<file path="src/hw/rtl/lrast_pkg.sv">
`timescale 1ns / 1ps
`default_nettype none

package lrast_pkg;

   // Default coordinate width; the endpoint fields carry one extra sign bit.
   localparam int unsigned COORD_WIDTH_DEFAULT = 12;
   localparam int unsigned COLOR_WIDTH         = 16;
   localparam int unsigned OFFSET_WIDTH        = 25;

   // Register values after reset.
   localparam int unsigned MAX_COL_RESET    = 639;
   localparam int unsigned MAX_ROW_RESET    = 479;
   localparam int unsigned ROW_STRIDE_RESET = 640;

   localparam int unsigned CSR_INDEX_WIDTH = 2;

   typedef enum logic [CSR_INDEX_WIDTH-1:0] {
      CSR_MAX_COL    = 2'd0,
      CSR_MAX_ROW    = 2'd1,
      CSR_ROW_STRIDE = 2'd2
   } csr_index_type;

   typedef enum logic {
      KIND_START = 1'b0,
      KIND_TICK  = 1'b1
   } kind_type;

   // Signed step along one axis: -1, 0 or +1.
   typedef logic signed [1:0] step_type;

   localparam step_type STEP_NEG  = 2'sb11;
   localparam step_type STEP_ZERO = 2'sb00;
   localparam step_type STEP_POS  = 2'sb01;

   // Rounds a bit count up to whole bytes.
   function automatic int unsigned pad_to_bytes(input int unsigned bits);
      pad_to_bytes = ((bits + 7) / 8) * 8;
   endfunction

endpackage

`default_nettype wire

</file>
<file path="src/hw/rtl/lrast_out_queue.sv">
`timescale 1ns / 1ps
`default_nettype none

// Two-entry result queue: a head register that drives the outputs and a skid
// register behind it, so that the producer sees a registered ready.
module lrast_out_queue #(
   parameter int unsigned DATA_WIDTH = 8
) (
   input  wire logic                  clock,
   input  wire logic                  reset,
   input  wire logic                  push_valid,
   input  wire logic [DATA_WIDTH-1:0] push_data,
   output logic                       push_ready,
   output logic                       pop_valid,
   input  wire logic                  pop_ready,
   output logic [DATA_WIDTH-1:0]      pop_data
);

   localparam logic [1:0] COUNT_EMPTY = 2'd0;
   localparam logic [1:0] COUNT_ONE   = 2'd1;
   localparam logic [1:0] COUNT_FULL  = 2'd2;

   logic [1:0]            count_ff;
   logic [1:0]            count_in;
   logic [DATA_WIDTH-1:0] head_ff;
   logic [DATA_WIDTH-1:0] skid_ff;
   logic                  push;
   logic                  pop;
   logic                  head_from_push;
   logic                  head_from_skid;
   logic                  skid_from_push;

   assign push_ready = (count_ff != COUNT_FULL);
   assign pop_valid  = (count_ff != COUNT_EMPTY);
   assign pop_data   = head_ff;

   assign push = push_valid && push_ready;
   assign pop  = pop_valid && pop_ready;

   assign head_from_push = push && ((count_ff == COUNT_EMPTY) ||
                                    ((count_ff == COUNT_ONE) && pop));
   assign head_from_skid = pop && (count_ff == COUNT_FULL);
   assign skid_from_push = push && (((count_ff == COUNT_ONE) && !pop) ||
                                    ((count_ff == COUNT_FULL) && pop));

   always_comb begin
      count_in = count_ff;
      if (push && !pop) begin
         count_in = count_ff + 2'd1;
      end else if (pop && !push) begin
         count_in = count_ff - 2'd1;
      end
   end

   always_ff @(posedge clock) begin
      if (reset) begin
         count_ff <= COUNT_EMPTY;
      end else begin
         count_ff <= count_in;
      end
   end

   always_ff @(posedge clock) begin
      if (head_from_push) begin
         head_ff <= push_data;
      end else if (head_from_skid) begin
         head_ff <= skid_ff;
      end
      if (skid_from_push) begin
         skid_ff <= push_data;
      end
   end

endmodule

`default_nettype wire

</file>
<file path="src/hw/rtl/line_rasterizer_core.sv">
`timescale 1ns / 1ps
`default_nettype none
// A tick beat's pixel is registered into the result queue and leaves on rsp_ from its head register.
// Throughput: one beat per cycle while req_tready is high, start or tick; a start gives no pixel.
// The Bresenham step and the offset multiply sit between the line state and the result queue.
// req_tready drops only when both result queue entries are held, even if rsp_ takes one that cycle.
// Reset is synchronous: it ends any line, empties the result queue and loads
// max_col 639, max_row 479 and row_stride 640.
module line_rasterizer_core #(
   parameter int unsigned COORD_WIDTH = lrast_pkg::COORD_WIDTH_DEFAULT
) (
   input  wire logic clock,
   input  wire logic reset,

   // Input beats.
   input  wire logic req_tvalid,
   output logic      req_tready,
   // tdata from the lowest bit: start_col, start_row, end_col, end_row, color, zero fill
   input  wire logic [lrast_pkg::pad_to_bytes(4 * (COORD_WIDTH + 1) +
                                              lrast_pkg::COLOR_WIDTH) - 1:0] req_tdata,
   // tuser: kind (start or tick)
   input  wire logic req_tuser,

   // Result beats.
   output logic      rsp_tvalid,
   input  wire logic rsp_tready,
   // tdata from the lowest bit: pixel_col, pixel_row, colour, byte_offset, zero fill
   output logic [lrast_pkg::pad_to_bytes(2 * COORD_WIDTH + lrast_pkg::COLOR_WIDTH +
                                         lrast_pkg::OFFSET_WIDTH) - 1:0] rsp_tdata,
   // tlast: final pixel of the line
   output logic      rsp_tlast,

   // Register writes.
   input  wire logic                                    csr_wr_en,
   input  wire logic [lrast_pkg::CSR_INDEX_WIDTH-1:0]   csr_index,
   input  wire logic [COORD_WIDTH:0]                    csr_wdata
);

   localparam int unsigned IN_W      = COORD_WIDTH + 1;
   localparam int unsigned STRIDE_W  = COORD_WIDTH + 1;
   localparam int unsigned ERR_W     = COORD_WIDTH + 3;
   localparam int unsigned IDX_W     = COORD_WIDTH + 1;
   localparam int unsigned COLOR_W   = lrast_pkg::COLOR_WIDTH;
   localparam int unsigned OFFSET_W  = lrast_pkg::OFFSET_WIDTH;
   localparam int unsigned RSP_BITS  = 2 * COORD_WIDTH + COLOR_W + OFFSET_W;
   localparam int unsigned RSP_TDATA_WIDTH = lrast_pkg::pad_to_bytes(RSP_BITS);
   localparam int unsigned WORD_W    = RSP_BITS + 1;
   localparam int unsigned PROD_W    = COORD_WIDTH + STRIDE_W;
   localparam int unsigned SUM_W     = PROD_W + 1;
   localparam int unsigned OFF_EXT_W = (SUM_W + 1 > OFFSET_W) ? SUM_W + 1 : OFFSET_W;

   // Clamps a signed endpoint coordinate into 0..hi.
   function automatic logic [COORD_WIDTH-1:0] clamp_coord(
      input logic signed [IN_W-1:0]  v,
      input logic [COORD_WIDTH-1:0]  hi
   );
      logic [COORD_WIDTH-1:0] mag;
      mag = v[COORD_WIDTH-1:0];
      if (v[IN_W-1]) begin
         clamp_coord = '0;
      end else if (mag > hi) begin
         clamp_coord = hi;
      end else begin
         clamp_coord = mag;
      end
   endfunction

   // Sign-extends a step to coordinate width so that it wraps like the state.
   function automatic logic [COORD_WIDTH-1:0] step_delta(input lrast_pkg::step_type s);
      step_delta = {{(COORD_WIDTH - 2){s[1]}}, s};
   endfunction

   // ------------------------------------------------------------------
   // Configuration registers
   // ------------------------------------------------------------------
   logic [COORD_WIDTH-1:0] max_col_ff;
   logic [COORD_WIDTH-1:0] max_row_ff;
   logic [STRIDE_W-1:0]    row_stride_ff;

   always_ff @(posedge clock) begin
      if (reset) begin
         max_col_ff    <= COORD_WIDTH'(lrast_pkg::MAX_COL_RESET);
         max_row_ff    <= COORD_WIDTH'(lrast_pkg::MAX_ROW_RESET);
         row_stride_ff <= STRIDE_W'(lrast_pkg::ROW_STRIDE_RESET);
      end else if (csr_wr_en) begin
         case (csr_index)
            lrast_pkg::CSR_MAX_COL: begin
               max_col_ff <= csr_wdata[COORD_WIDTH-1:0];
            end
            lrast_pkg::CSR_MAX_ROW: begin
               max_row_ff <= csr_wdata[COORD_WIDTH-1:0];
            end
            lrast_pkg::CSR_ROW_STRIDE: begin
               row_stride_ff <= csr_wdata;
            end
            default: begin
               // Indexes past the register list are dropped.
            end
         endcase
      end
   end

   // ------------------------------------------------------------------
   // Input beat decode
   // ------------------------------------------------------------------
   logic                    accept;
   logic                    is_start;
   logic signed [IN_W-1:0]  start_col;
   logic signed [IN_W-1:0]  start_row;
   logic signed [IN_W-1:0]  end_col;
   logic signed [IN_W-1:0]  end_row;
   logic [COLOR_W-1:0]      color;

   assign accept    = req_tvalid && req_tready;
   assign is_start  = (req_tuser == lrast_pkg::KIND_START);
   assign start_col = req_tdata[IN_W-1:0];
   assign start_row = req_tdata[2*IN_W-1:IN_W];
   assign end_col   = req_tdata[3*IN_W-1:2*IN_W];
   assign end_row   = req_tdata[4*IN_W-1:3*IN_W];
   assign color     = req_tdata[4*IN_W+COLOR_W-1:4*IN_W];

   // ------------------------------------------------------------------
   // Line set-up for a start beat: clamp the endpoints, take the absolute
   // deltas and step signs, and pick the major axis. On equal deltas the
   // column stays the major axis.
   // ------------------------------------------------------------------
   logic [COORD_WIDTH-1:0] c1;
   logic [COORD_WIDTH-1:0] r1;
   logic [COORD_WIDTH-1:0] c2;
   logic [COORD_WIDTH-1:0] r2;
   logic [COORD_WIDTH-1:0] dc;
   logic [COORD_WIDTH-1:0] dr;
   lrast_pkg::step_type    col_step_new;
   lrast_pkg::step_type    row_step_new;
   logic                   swap_new;
   logic [COORD_WIDTH-1:0] major_new;
   logic [COORD_WIDTH-1:0] minor_new;
   logic [ERR_W-1:0]       error_new;

   assign c1 = clamp_coord(start_col, max_col_ff);
   assign r1 = clamp_coord(start_row, max_row_ff);
   assign c2 = clamp_coord(end_col, max_col_ff);
   assign r2 = clamp_coord(end_row, max_row_ff);

   always_comb begin
      if (c2 > c1) begin
         dc           = c2 - c1;
         col_step_new = lrast_pkg::STEP_POS;
      end else if (c2 < c1) begin
         dc           = c1 - c2;
         col_step_new = lrast_pkg::STEP_NEG;
      end else begin
         dc           = '0;
         col_step_new = lrast_pkg::STEP_ZERO;
      end
      if (r2 > r1) begin
         dr           = r2 - r1;
         row_step_new = lrast_pkg::STEP_POS;
      end else if (r2 < r1) begin
         dr           = r1 - r2;
         row_step_new = lrast_pkg::STEP_NEG;
      end else begin
         dr           = '0;
         row_step_new = lrast_pkg::STEP_ZERO;
      end
   end

   assign swap_new  = (dr > dc);
   assign major_new = swap_new ? dr : dc;
   assign minor_new = swap_new ? dc : dr;
   // 2 * minor - major, held signed in three bits more than the coordinate width.
   assign error_new = {2'b00, minor_new, 1'b0} - {3'b000, major_new};

   // ------------------------------------------------------------------
   // Line state
   // ------------------------------------------------------------------
   logic                   active_ff,       active_in;
   logic [COORD_WIDTH-1:0] cur_col_ff,      cur_col_in;
   logic [COORD_WIDTH-1:0] cur_row_ff,      cur_row_in;
   logic [ERR_W-1:0]       error_ff,        error_in;
   logic [COORD_WIDTH-1:0] major_len_ff,    major_len_in;
   logic [COORD_WIDTH-1:0] minor_len_ff,    minor_len_in;
   lrast_pkg::step_type    col_step_ff,     col_step_in;
   lrast_pkg::step_type    row_step_ff,     row_step_in;
   logic                   swapped_ff,      swapped_in;
   logic [IDX_W-1:0]       pixel_index_ff,  pixel_index_in;
   logic [COLOR_W-1:0]     line_color_ff,   line_color_in;

   // ------------------------------------------------------------------
   // Pixel step for a tick beat. The current pixel goes out as it stands;
   // the state then moves one pixel along the major axis, and along the
   // minor axis as well when the error term is not negative.
   // ------------------------------------------------------------------
   logic                   emit;
   logic                   is_last;
   logic                   error_nonneg;
   logic                   col_adv;
   logic                   row_adv;
   logic [ERR_W-1:0]       two_minor;
   logic [ERR_W-1:0]       two_major;
   logic [ERR_W-1:0]       error_stepped;
   logic [COORD_WIDTH-1:0] col_stepped;
   logic [COORD_WIDTH-1:0] row_stepped;

   assign emit          = accept && !is_start && active_ff;
   assign is_last       = (pixel_index_ff == {1'b0, major_len_ff});
   assign error_nonneg  = !error_ff[ERR_W-1];
   assign col_adv       = swapped_ff ? error_nonneg : 1'b1;
   assign row_adv       = swapped_ff ? 1'b1 : error_nonneg;
   assign two_minor     = {2'b00, minor_len_ff, 1'b0};
   assign two_major     = {2'b00, major_len_ff, 1'b0};
   assign error_stepped = error_ff + two_minor - (error_nonneg ? two_major : '0);
   assign col_stepped   = cur_col_ff + (col_adv ? step_delta(col_step_ff) : '0);
   assign row_stepped   = cur_row_ff + (row_adv ? step_delta(row_step_ff) : '0);

   always_comb begin
      active_in      = active_ff;
      cur_col_in     = cur_col_ff;
      cur_row_in     = cur_row_ff;
      error_in       = error_ff;
      major_len_in   = major_len_ff;
      minor_len_in   = minor_len_ff;
      col_step_in    = col_step_ff;
      row_step_in    = row_step_ff;
      swapped_in     = swapped_ff;
      pixel_index_in = pixel_index_ff;
      line_color_in  = line_color_ff;
      if (accept && is_start) begin
         // A new line replaces whatever line is still running.
         active_in      = 1'b1;
         cur_col_in     = c1;
         cur_row_in     = r1;
         error_in       = error_new;
         major_len_in   = major_new;
         minor_len_in   = minor_new;
         col_step_in    = col_step_new;
         row_step_in    = row_step_new;
         swapped_in     = swap_new;
         pixel_index_in = '0;
         line_color_in  = color;
      end else if (emit) begin
         cur_col_in     = col_stepped;
         cur_row_in     = row_stepped;
         error_in       = error_stepped;
         pixel_index_in = pixel_index_ff + IDX_W'(1);
         if (is_last) begin
            active_in = 1'b0;
         end
      end
   end

   always_ff @(posedge clock) begin
      if (reset) begin
         active_ff <= 1'b0;
      end else begin
         active_ff <= active_in;
      end
   end

   always_ff @(posedge clock) begin
      cur_col_ff     <= cur_col_in;
      cur_row_ff     <= cur_row_in;
      error_ff       <= error_in;
      major_len_ff   <= major_len_in;
      minor_len_ff   <= minor_len_in;
      col_step_ff    <= col_step_in;
      row_step_ff    <= row_step_in;
      swapped_ff     <= swapped_in;
      pixel_index_ff <= pixel_index_in;
      line_color_ff  <= line_color_in;
   end

   // ------------------------------------------------------------------
   // Byte offset of the current pixel: (row * stride + col) * 2, wrapped to
   // the offset width.
   // ------------------------------------------------------------------
   logic [PROD_W-1:0]    offset_prod;
   logic [SUM_W-1:0]     offset_sum;
   logic [OFF_EXT_W-1:0] offset_ext;
   logic [OFFSET_W-1:0]  byte_offset;

   assign offset_prod = PROD_W'(cur_row_ff) * PROD_W'(row_stride_ff);
   assign offset_sum  = SUM_W'(offset_prod) + SUM_W'(cur_col_ff);
   assign offset_ext  = OFF_EXT_W'({offset_sum, 1'b0});
   assign byte_offset = offset_ext[OFFSET_W-1:0];

   // ------------------------------------------------------------------
   // Result queue
   // ------------------------------------------------------------------
   logic [WORD_W-1:0] push_word;
   logic [WORD_W-1:0] pop_word;

   assign push_word = {is_last, byte_offset, line_color_ff, cur_row_ff, cur_col_ff};

   lrast_out_queue #(
      .DATA_WIDTH (WORD_W)
   ) u_out_queue (
      .clock      (clock),
      .reset      (reset),
      .push_valid (emit),
      .push_data  (push_word),
      .push_ready (req_tready),
      .pop_valid  (rsp_tvalid),
      .pop_ready  (rsp_tready),
      .pop_data   (pop_word)
   );

   assign rsp_tdata = RSP_TDATA_WIDTH'(pop_word[RSP_BITS-1:0]);
   assign rsp_tlast = pop_word[RSP_BITS];

endmodule

`default_nettype wire

</file>
<file path="config.mk">
export PLATFORM = sky130hd
export DESIGN_NAME = line_rasterizer_core
export DESIGN_NICKNAME = d
export VERILOG_FILES = /design/src/hw/rtl/lrast_pkg.sv /design/src/hw/rtl/lrast_out_queue.sv /design/src/hw/rtl/line_rasterizer_core.sv
export SDC_FILE = /design/constraint.sdc
export NUM_CORES = 1
export LEC_CHECK = 0
export BUFFER_PORTS_ARGS = -buffer_cell sky130_fd_sc_hd__buf_2
export CAP_MARGIN = 0
export CELL_PAD_IN_SITES_DETAIL_PLACEMENT = 0
export CELL_PAD_IN_SITES_GLOBAL_PLACEMENT = 1
export CORE_MARGIN = 5
export CORE_UTILIZATION = 49
export CTS_CLUSTER_SIZE = 24
export DETAILED_ROUTE_END_ITERATION = 7
export PLACE_DENSITY = 0.8
export SYNTH_ARGS = -nofsm -noshare
export SYNTH_HDL_FRONTEND = slang
export SYNTH_SLANG_ARGS = --single-unit
export TNS_END_PERCENT = 20
</file>
<file path="constraint.sdc">
create_clock -name clock -period 13.75 [get_ports clock]
set_clock_uncertainty 0.2 [all_clocks]
set_input_delay 2.75 -clock clock [delete_from_list [all_inputs] [get_ports clock]]
set_output_delay 2.75 -clock clock [all_outputs]
set_load 0.005 [all_outputs]
</file>
======== After elaboration in Yosys (flattened, before gate mapping) ========
Cells that the tools add are included.
W data, S select, Z words.
operators by class
  div/mod/pow operators ................... 0
  $lt $le $gt $ge ......................... 9
  equality and inequality tests ........... 6
  shift operators ......................... 0
  bitwise logic cells ..................... 1
  multiply operators ...................... 1
  add/sub/neg operators ................... 13
  reduce and logical (&&, ||, !) cells .... 29
  mux-type cells .......................... 34
operator list
  operator                 number
  $mux W12                 20
  $mux W66                 2
  $gt A12 B12 Y1           7
  $sub A12 B12 Y12         4
  $mux W15                 2
  $add A12 B12 Y12         2
  $add A24 B12 Y24         1
  $lt A12 B12 Y1           2
  $mul A12 B13 Y24         1
  $add A15 B13 Y15         1
  $sub A15 B13 Y15         1
  $sub A13 B12 Y14         1
  $add A13 B1 Y13 const B  1
  $eq A13 B12 Y1           1
  $logic_and A1 B1 Y1      13
  $mux W13                 1
  $reduce_bool A2 Y1       5
  $mux W2                  4
  $reduce_and A2 Y1        4
  $mux W1                  5
  $eq A2 B1 Y1 const B     2
  $eq A2 B2 Y1 const B     2
  $logic_not A2 Y1         2
  $logic_not A1 Y1         3
  other kinds (5)          6
word-level totals
  bits in read-only memories .............. 0
  bits in latches ......................... 0
  memory bits (writable) .................. 0
  output and inout bits ................... 75
  memories kept ........................... 0
  flip-flop bits (word level) ............. 267
  word-level logic and storage cells ...... 110
  bits of input ports ..................... 93

======== Longest topological paths before layout ========
  word-level depth ........................ 10
  mapped depth ............................ 51
  mapped depth without buffers ............ 48

======== By module ========
A second synthesis with hierarchy kept.
second synthesis, totals
  cell total of the unflattened synthesis .. 2297
  area, all modules ....................... 22841.9 µm²
by module, submodules not included
  module                sequential area each (µm²)  cells each  area an instance (µm²)  times used
  line_rasterizer_core  3513.4                      2071        17783.3                 1
  lrast_out_queue       4003.8                      226         5058.6                  1

======== Worst setup path after synthesis ========
Ideal clock, no wire load.
  kind .................................... input to register
  start ................................... input req_tdata[14] in the netlist's numbering
  end ..................................... register error_ff[12], data pin
  data required time ...................... 13.279 ns
  path buffers ............................ 5
  setup slack ............................. 2.299 ns
  stages on the path ...................... 45
  arrival time ............................ 10.980 ns
  setup time .............................. 0.271 ns
  cell sequence ........................... ha_1 nor2b_1 o21ai_0 nand2b_1 a21oi_1 nor3_1 a2111oi_0 nor2_1 clkbuf_1 mux2i_1 nor2_1 ha_1 inv_1 fa_1 a211oi_2 nor4_2 a211o_2 inv_6 [9 not listed] inv_1 buf_1 buf_1 nor2_1 a21oi_1 ha_1 nor2b_1 o21ai_0 nand2b_1 a21oi_1 o21ai_0 maj3_1 mux2i_1 maj3_2 o211ai_1 a31oi_1 xnor2_1 o21ai_0
on the way
  cells in the longest elaborated chain, start to end .. 10
  elaborated cells on any way between the ends .. 14
  classes of those cells .................. add/sub: 3; order compare: 4; mux: 7
ends and longest elaborated chain
  item                                                       RTL line                                                  source
  start: declaration                                         line_rasterizer_core.sv:20                                lrast_pkg::COLOR_WIDTH) - 1:0] req_tdata,
  $gt A12 B12 Y1                                             line_rasterizer_core.sv:61                                end else if (mag > hi) begin
  $mux W12 *                                                 line_rasterizer_core.sv:61
  $mux W12 *                                                 line_rasterizer_core.sv:59                                if (v[IN_W-1]) begin
  $sub A12 B12 Y12 / $lt A12 B12 Y1 (equally long branches)  line_rasterizer_core.sv:160, line_rasterizer_core.sv:159
  $mux W12                                                   line_rasterizer_core.sv:159                               end else if (r2 < r1) begin
  $mux W12 *                                                 line_rasterizer_core.sv:156                               if (r2 > r1) begin
  $gt A12 B12 Y1 *                                           line_rasterizer_core.sv:168                               assign swap_new = (dr > dc);
  named net swap_new                                         line_rasterizer_core.sv:135                               logic swap_new;
  $mux W12 *                                                 line_rasterizer_core.sv:170                               assign minor_new = swap_new ? dc : dr;
  named net minor_new[1]                                     line_rasterizer_core.sv:137                               logic [COORD_WIDTH-1:0] minor_new;
  $sub A13 B12 Y14 *                                         line_rasterizer_core.sv:172                               assign error_new = {2'b00, minor_new, 1'b0} - {3'b000, major_new};
  $mux W15 *                                                 line_rasterizer_core.sv:228                               if (accept && is_start) begin
  named net error_in[12]                                     line_rasterizer_core.sv:180                               logic [ERR_W-1:0] error_ff, error_in;
  end signal: assignment                                     line_rasterizer_core.sv:263                               error_ff <= error_in;
  end: declaration                                           line_rasterizer_core.sv:180
The timed path passes the listed nets; every way through them passes the cells marked *.
A chain may end at the register's enable or synchronous reset.

======== Final worst setup path ========
  start ................................... input req_tdata[5] in the netlist's numbering
  end ..................................... register error_ff[12], data pin
on the way
  cells in the longest elaborated chain, start to end .. 10
  elaborated cells on any way between the ends .. 14
  classes of those cells .................. add/sub: 3; order compare: 4; mux: 7
ends and longest elaborated chain
  item                                                       RTL line                                                  source
  $gt A12 B12 Y1                                             line_rasterizer_core.sv:61
  $mux W12 *                                                 line_rasterizer_core.sv:61
  $mux W12 *                                                 line_rasterizer_core.sv:59
  $sub A12 B12 Y12 / $lt A12 B12 Y1 (equally long branches)  line_rasterizer_core.sv:150, line_rasterizer_core.sv:149
  $mux W12                                                   line_rasterizer_core.sv:149                               end else if (c2 < c1) begin
  $mux W12 *                                                 line_rasterizer_core.sv:146                               if (c2 > c1) begin
  $gt A12 B12 Y1                                             line_rasterizer_core.sv:168
  $mux W12 *                                                 line_rasterizer_core.sv:169                               assign major_new = swap_new ? dr : dc;
  named net major_new[1]                                     line_rasterizer_core.sv:136                               logic [COORD_WIDTH-1:0] major_new;
  $sub A13 B12 Y14 *                                         line_rasterizer_core.sv:172
  $mux W15 *                                                 line_rasterizer_core.sv:228
  named net error_in[12]                                     line_rasterizer_core.sv:180
Marks and branches as above.

==> metrics.md <==
| Metric | Value |
|---|---|
| Run status | `complete, no violations` |
| DRT antenna net count | `0` |
| Final setup margin | `1.63 ns` |
| Core Area | `45,100 µm²` |
| MaxCap Viol Count | `0` |
| GRT Overall Usage | `0.211` |
| Final Hold Viols | `0` |
| Die height | `223 µm` |
| Nature of the critical path endpoint | `register` |
| Worst Reg-to-Reg Cells | `between 40 and 50` |
| RSZ-0062 raised after global routing | `no` |
| Post-CTS Setup Repair Bufs | `0` |
| H-tree levels | `1` |
| Slowest cell on crit path | `ha_1` |
| Vias per cell | `5.40` |
| FF-to-FF End | `error_ff[12]` |
| Reg2reg start | `max_row_ff[5]` |
| Cells after Synth | `2,256` |
| Share of cells above drive strength 1 | `0.143` |
| Hold buffers post-CTS | `0` |
| Final setup viols | `0` |
| Critical hold path startpoint | `line_color_ff[10]` |
| First-pass GRT wire length | `85.8 mm` |
| Fraction of registers with async set/reset | `0` |
| Pin count of the biggest net entering global routing | `71` |
| Root buffer cell | `clkbuf_16` |
| PortBufs | `between 150 and 200` |
| Antenna cell count | `0` |
| CP arrival | `12.23 ns` |
| Hpwl dp | `approximately 41 mm` |
| Pre-antenna DRT Iters | `5` |
| Pwr dens | `217 nW/µm²` |
| Hold/Removal Path Class | `reg2reg` |
| Insertion delay of the later-clocked pin in the worst-skew pair | `0.59 ns` |
| R2r setup slk | `3.47 ns` |
| Biggest area consumer among synthesized cells | `edfxtp_1` |
| Setup Slack @ Placement | `1.17 ns` |
| DIE AREA | `49,600 µm²` |
| Slew of the pin with the lowest slew margin | `0.907 ns` |
| Utilization after layout | `0.545` |
| Vias in the first global route | `16,500` |
| Clock tree buffer depth | `3` |
| WHS Endpoint | `u_out_queue.skid_ff[34]` |
| Design Area, Final | `24,600 µm²` |
| Post-route DRC | `0` |
| VDD IR max | `126 µV` |
| Final wirelength | `52.7 mm` |
| Gpl congestion | `0.902` |
| Average routed wire per standard cell | `about 18 µm` |
| CP required | `13.86 ns` |
| Fill cells | `approximately 4,100` |
| Worst hold path depth | `0` |
| # IOs | `168` |
| DIE WIDTH | `223 µm` |
| Min Tclk post-route | `12.12 ns` |
| Slew Limit Fails | `0` |
| Post-Route Setup TNS | `0 ns` |
| Post-synthesis cell area | `22,200 µm²` |
| Crit Path Class | `in2reg` |
| Nets | `2,825` |
| Area delta synth->final | `10.7%` |
| Cell mode on critical path | `o21ai_0` |
| Startpoint types | `primary input` |
| Post-synthesis sequential area ratio | `0.336` |
| Yosys Warn Count | `0` |
| Grt total ovfl | `0` |
| Initial Util | `0.492` |
| Top cell type's share of synthesized area | `0.288` |
| Antenna violations before repair | `1` |
| Synthesized area per cell | `9.84 µm²` |
| Cell row count | `78` |
| DR vias | `approximately 16,000` |
| Number of synthesized flops with an enable pin | `approximately 210` |
| Synth top cells by count | `313 x inv_1, 221 x ha_1, 220 x nand2_1` |
| Leakage | `0.0113 µW` |
| Final period util | `0.881` |
| Maximum clock rate | `slightly above 0.08 GHz` |
| Most common cell in the netlist | `inv_1` |
| Post-CTS Resized | `0` |
| Num CTS Buffers | `30` |
| #FFs+latches synth | `266` |
| Initial drt markers | `954` |
| Clock transition at path regs | `0.06 ns` |
| Relative slew slack | `0.395` |
| Sink Count | `266` |
| Max incr delay on CP | `roughly 0.53 ns` |
| Ranking of synthesized cells by area | `edfxtp_1 29%, fa_1 13%, ha_1 12%, inv_1 5.3%, dfxtp_1 4.8%` |
| Distinct cells, synth | `85` |
| CTS tree | `done` |
| Top FF cell, synth | `edfxtp_1` |
| CP max FO | `20` |
| DP Area | `23,500 µm²` |
## metal layers
| metal | part of all wire | vias up | global-route usage | routed length [µm] |
|---|---|---|---|---|
| li1 | - | 7877 | - | - |
| met1 | 0.44 | 7834 | 0.286 | 23300 |
| met2 | 0.48 | 360 | 0.365 | 25500 |
| met3 | 0.048 | 89 | 0.0235 | 2550 |
| met4 | 0.024 | 2 | 0.0538 | 1270 |
| met5 | 0.00025 | - | 0 | 13 |
## how the worst max path moves through the flow
stage,cells past startpoint,to,slack [ns],from
after CTS,45,error_ff[12],1.76,req_tdata[5]
after detailed placement,45,error_ff[12],1.17,req_tdata[5]
after global placement,45,error_ff[12],1.29,req_tdata[5]
after global routing,48,error_ff[12],0.84,req_tdata[5]
final,45,error_ff[12],1.63,req_tdata[5]
after floorplan,45,error_ff[12],2.30,req_tdata[14]
## stage by stage
step	hold slack, ns	instances	total power [µW]
floorplan	0.220	2263	3770
global placement	0.228	2939	4400
detailed placement	0.233	2939	4480
CTS	0.249	2995	5370
global route	0.259	2995	5870
finish	0.249	2995	5320
## where the power goes
part / leakage [µW] / internal, µW / total, µW / switching, µW
Combinational: 0.00836 / 1360 / 3180 / 1820
Sequential: 0.00238 / 1150 / 1290 / 145
Clock: 0.000520 / 500 / 847 / 347
Total: 0.0113 / 3010 / 5320 / 2310
## logic make-up (layout without fill, tap and decap cells)
| family | Yosys count | in the layout | synth area share |
|---|---|---|---|
| and+or+nand+nor | 604 | 604 | 0.130 |
| buffers and inverters | 410 | 542 | 0.0722 |
| AOI/OAI and AO/OA | 407 | 407 | 0.118 |
| adders and majority gates | 365 | 365 | 0.253 |
| DFF | 266 | 266 | 0.336 |
| muxes | 123 | 123 | 0.0597 |
| xor gates and xnor gates | 80 | 80 | 0.0316 |
| other | 1 | 8 | 0.000169 |
## sequential cells by signal (all words and copies together), names as in the netlist, 13 cells and up
signal and count:
pixel_index_ff 13, u_out_queue.skid_ff 65, row_stride_ff 13, u_out_queue.pop_data 65, error_ff 14, line_color_ff 16
## placed cells by master, fill, tap and decap left out, drive strengths merged, types with 18 or more instances in the layout
| cell | count |
|---|---|
| inv | 318 |
| a21oi | 144 |
| edfxtp | 213 |
| a21o | 47 |
| mux2i | 58 |
| clkbuf | 30 |
| nand2 | 220 |
| dfxtp | 53 |
| nand3 | 21 |
| or2 | 19 |
| nor2b | 33 |
| mux2 | 65 |
| nor3 | 22 |
| buf | 170 |
| o21ai | 86 |
| xnor2 | 50 |
| ha | 221 |
| and2 | 65 |
| nor2 | 138 |
| fa | 140 |
| xor2 | 30 |
| nand4 | 22 |
| nand2b | 18 |
## cell type report
class	count	area, µm²	area share
Clock buffer	30	751	0.0306
Clock inverter	26	314	0.0128
Inverter	316	1190	0.0486
Multi-Input combinational cell	1587	13200	0.538
Sequential cell	266	7460	0.304
Tap cell	600	751	0.0306
Timing Repair Buffer	170	888	0.0362
## critical path, delay by kind of cell
kind            cells  cell delay [ns]
xor+xnor            1             0.15
simple gates       12             2.05
fa+ha+maj           6             2.26
buf+inv             5             0.98
compound gates     19             3.76
mux                 2             0.26
Power figures use the tool's default switching activity.
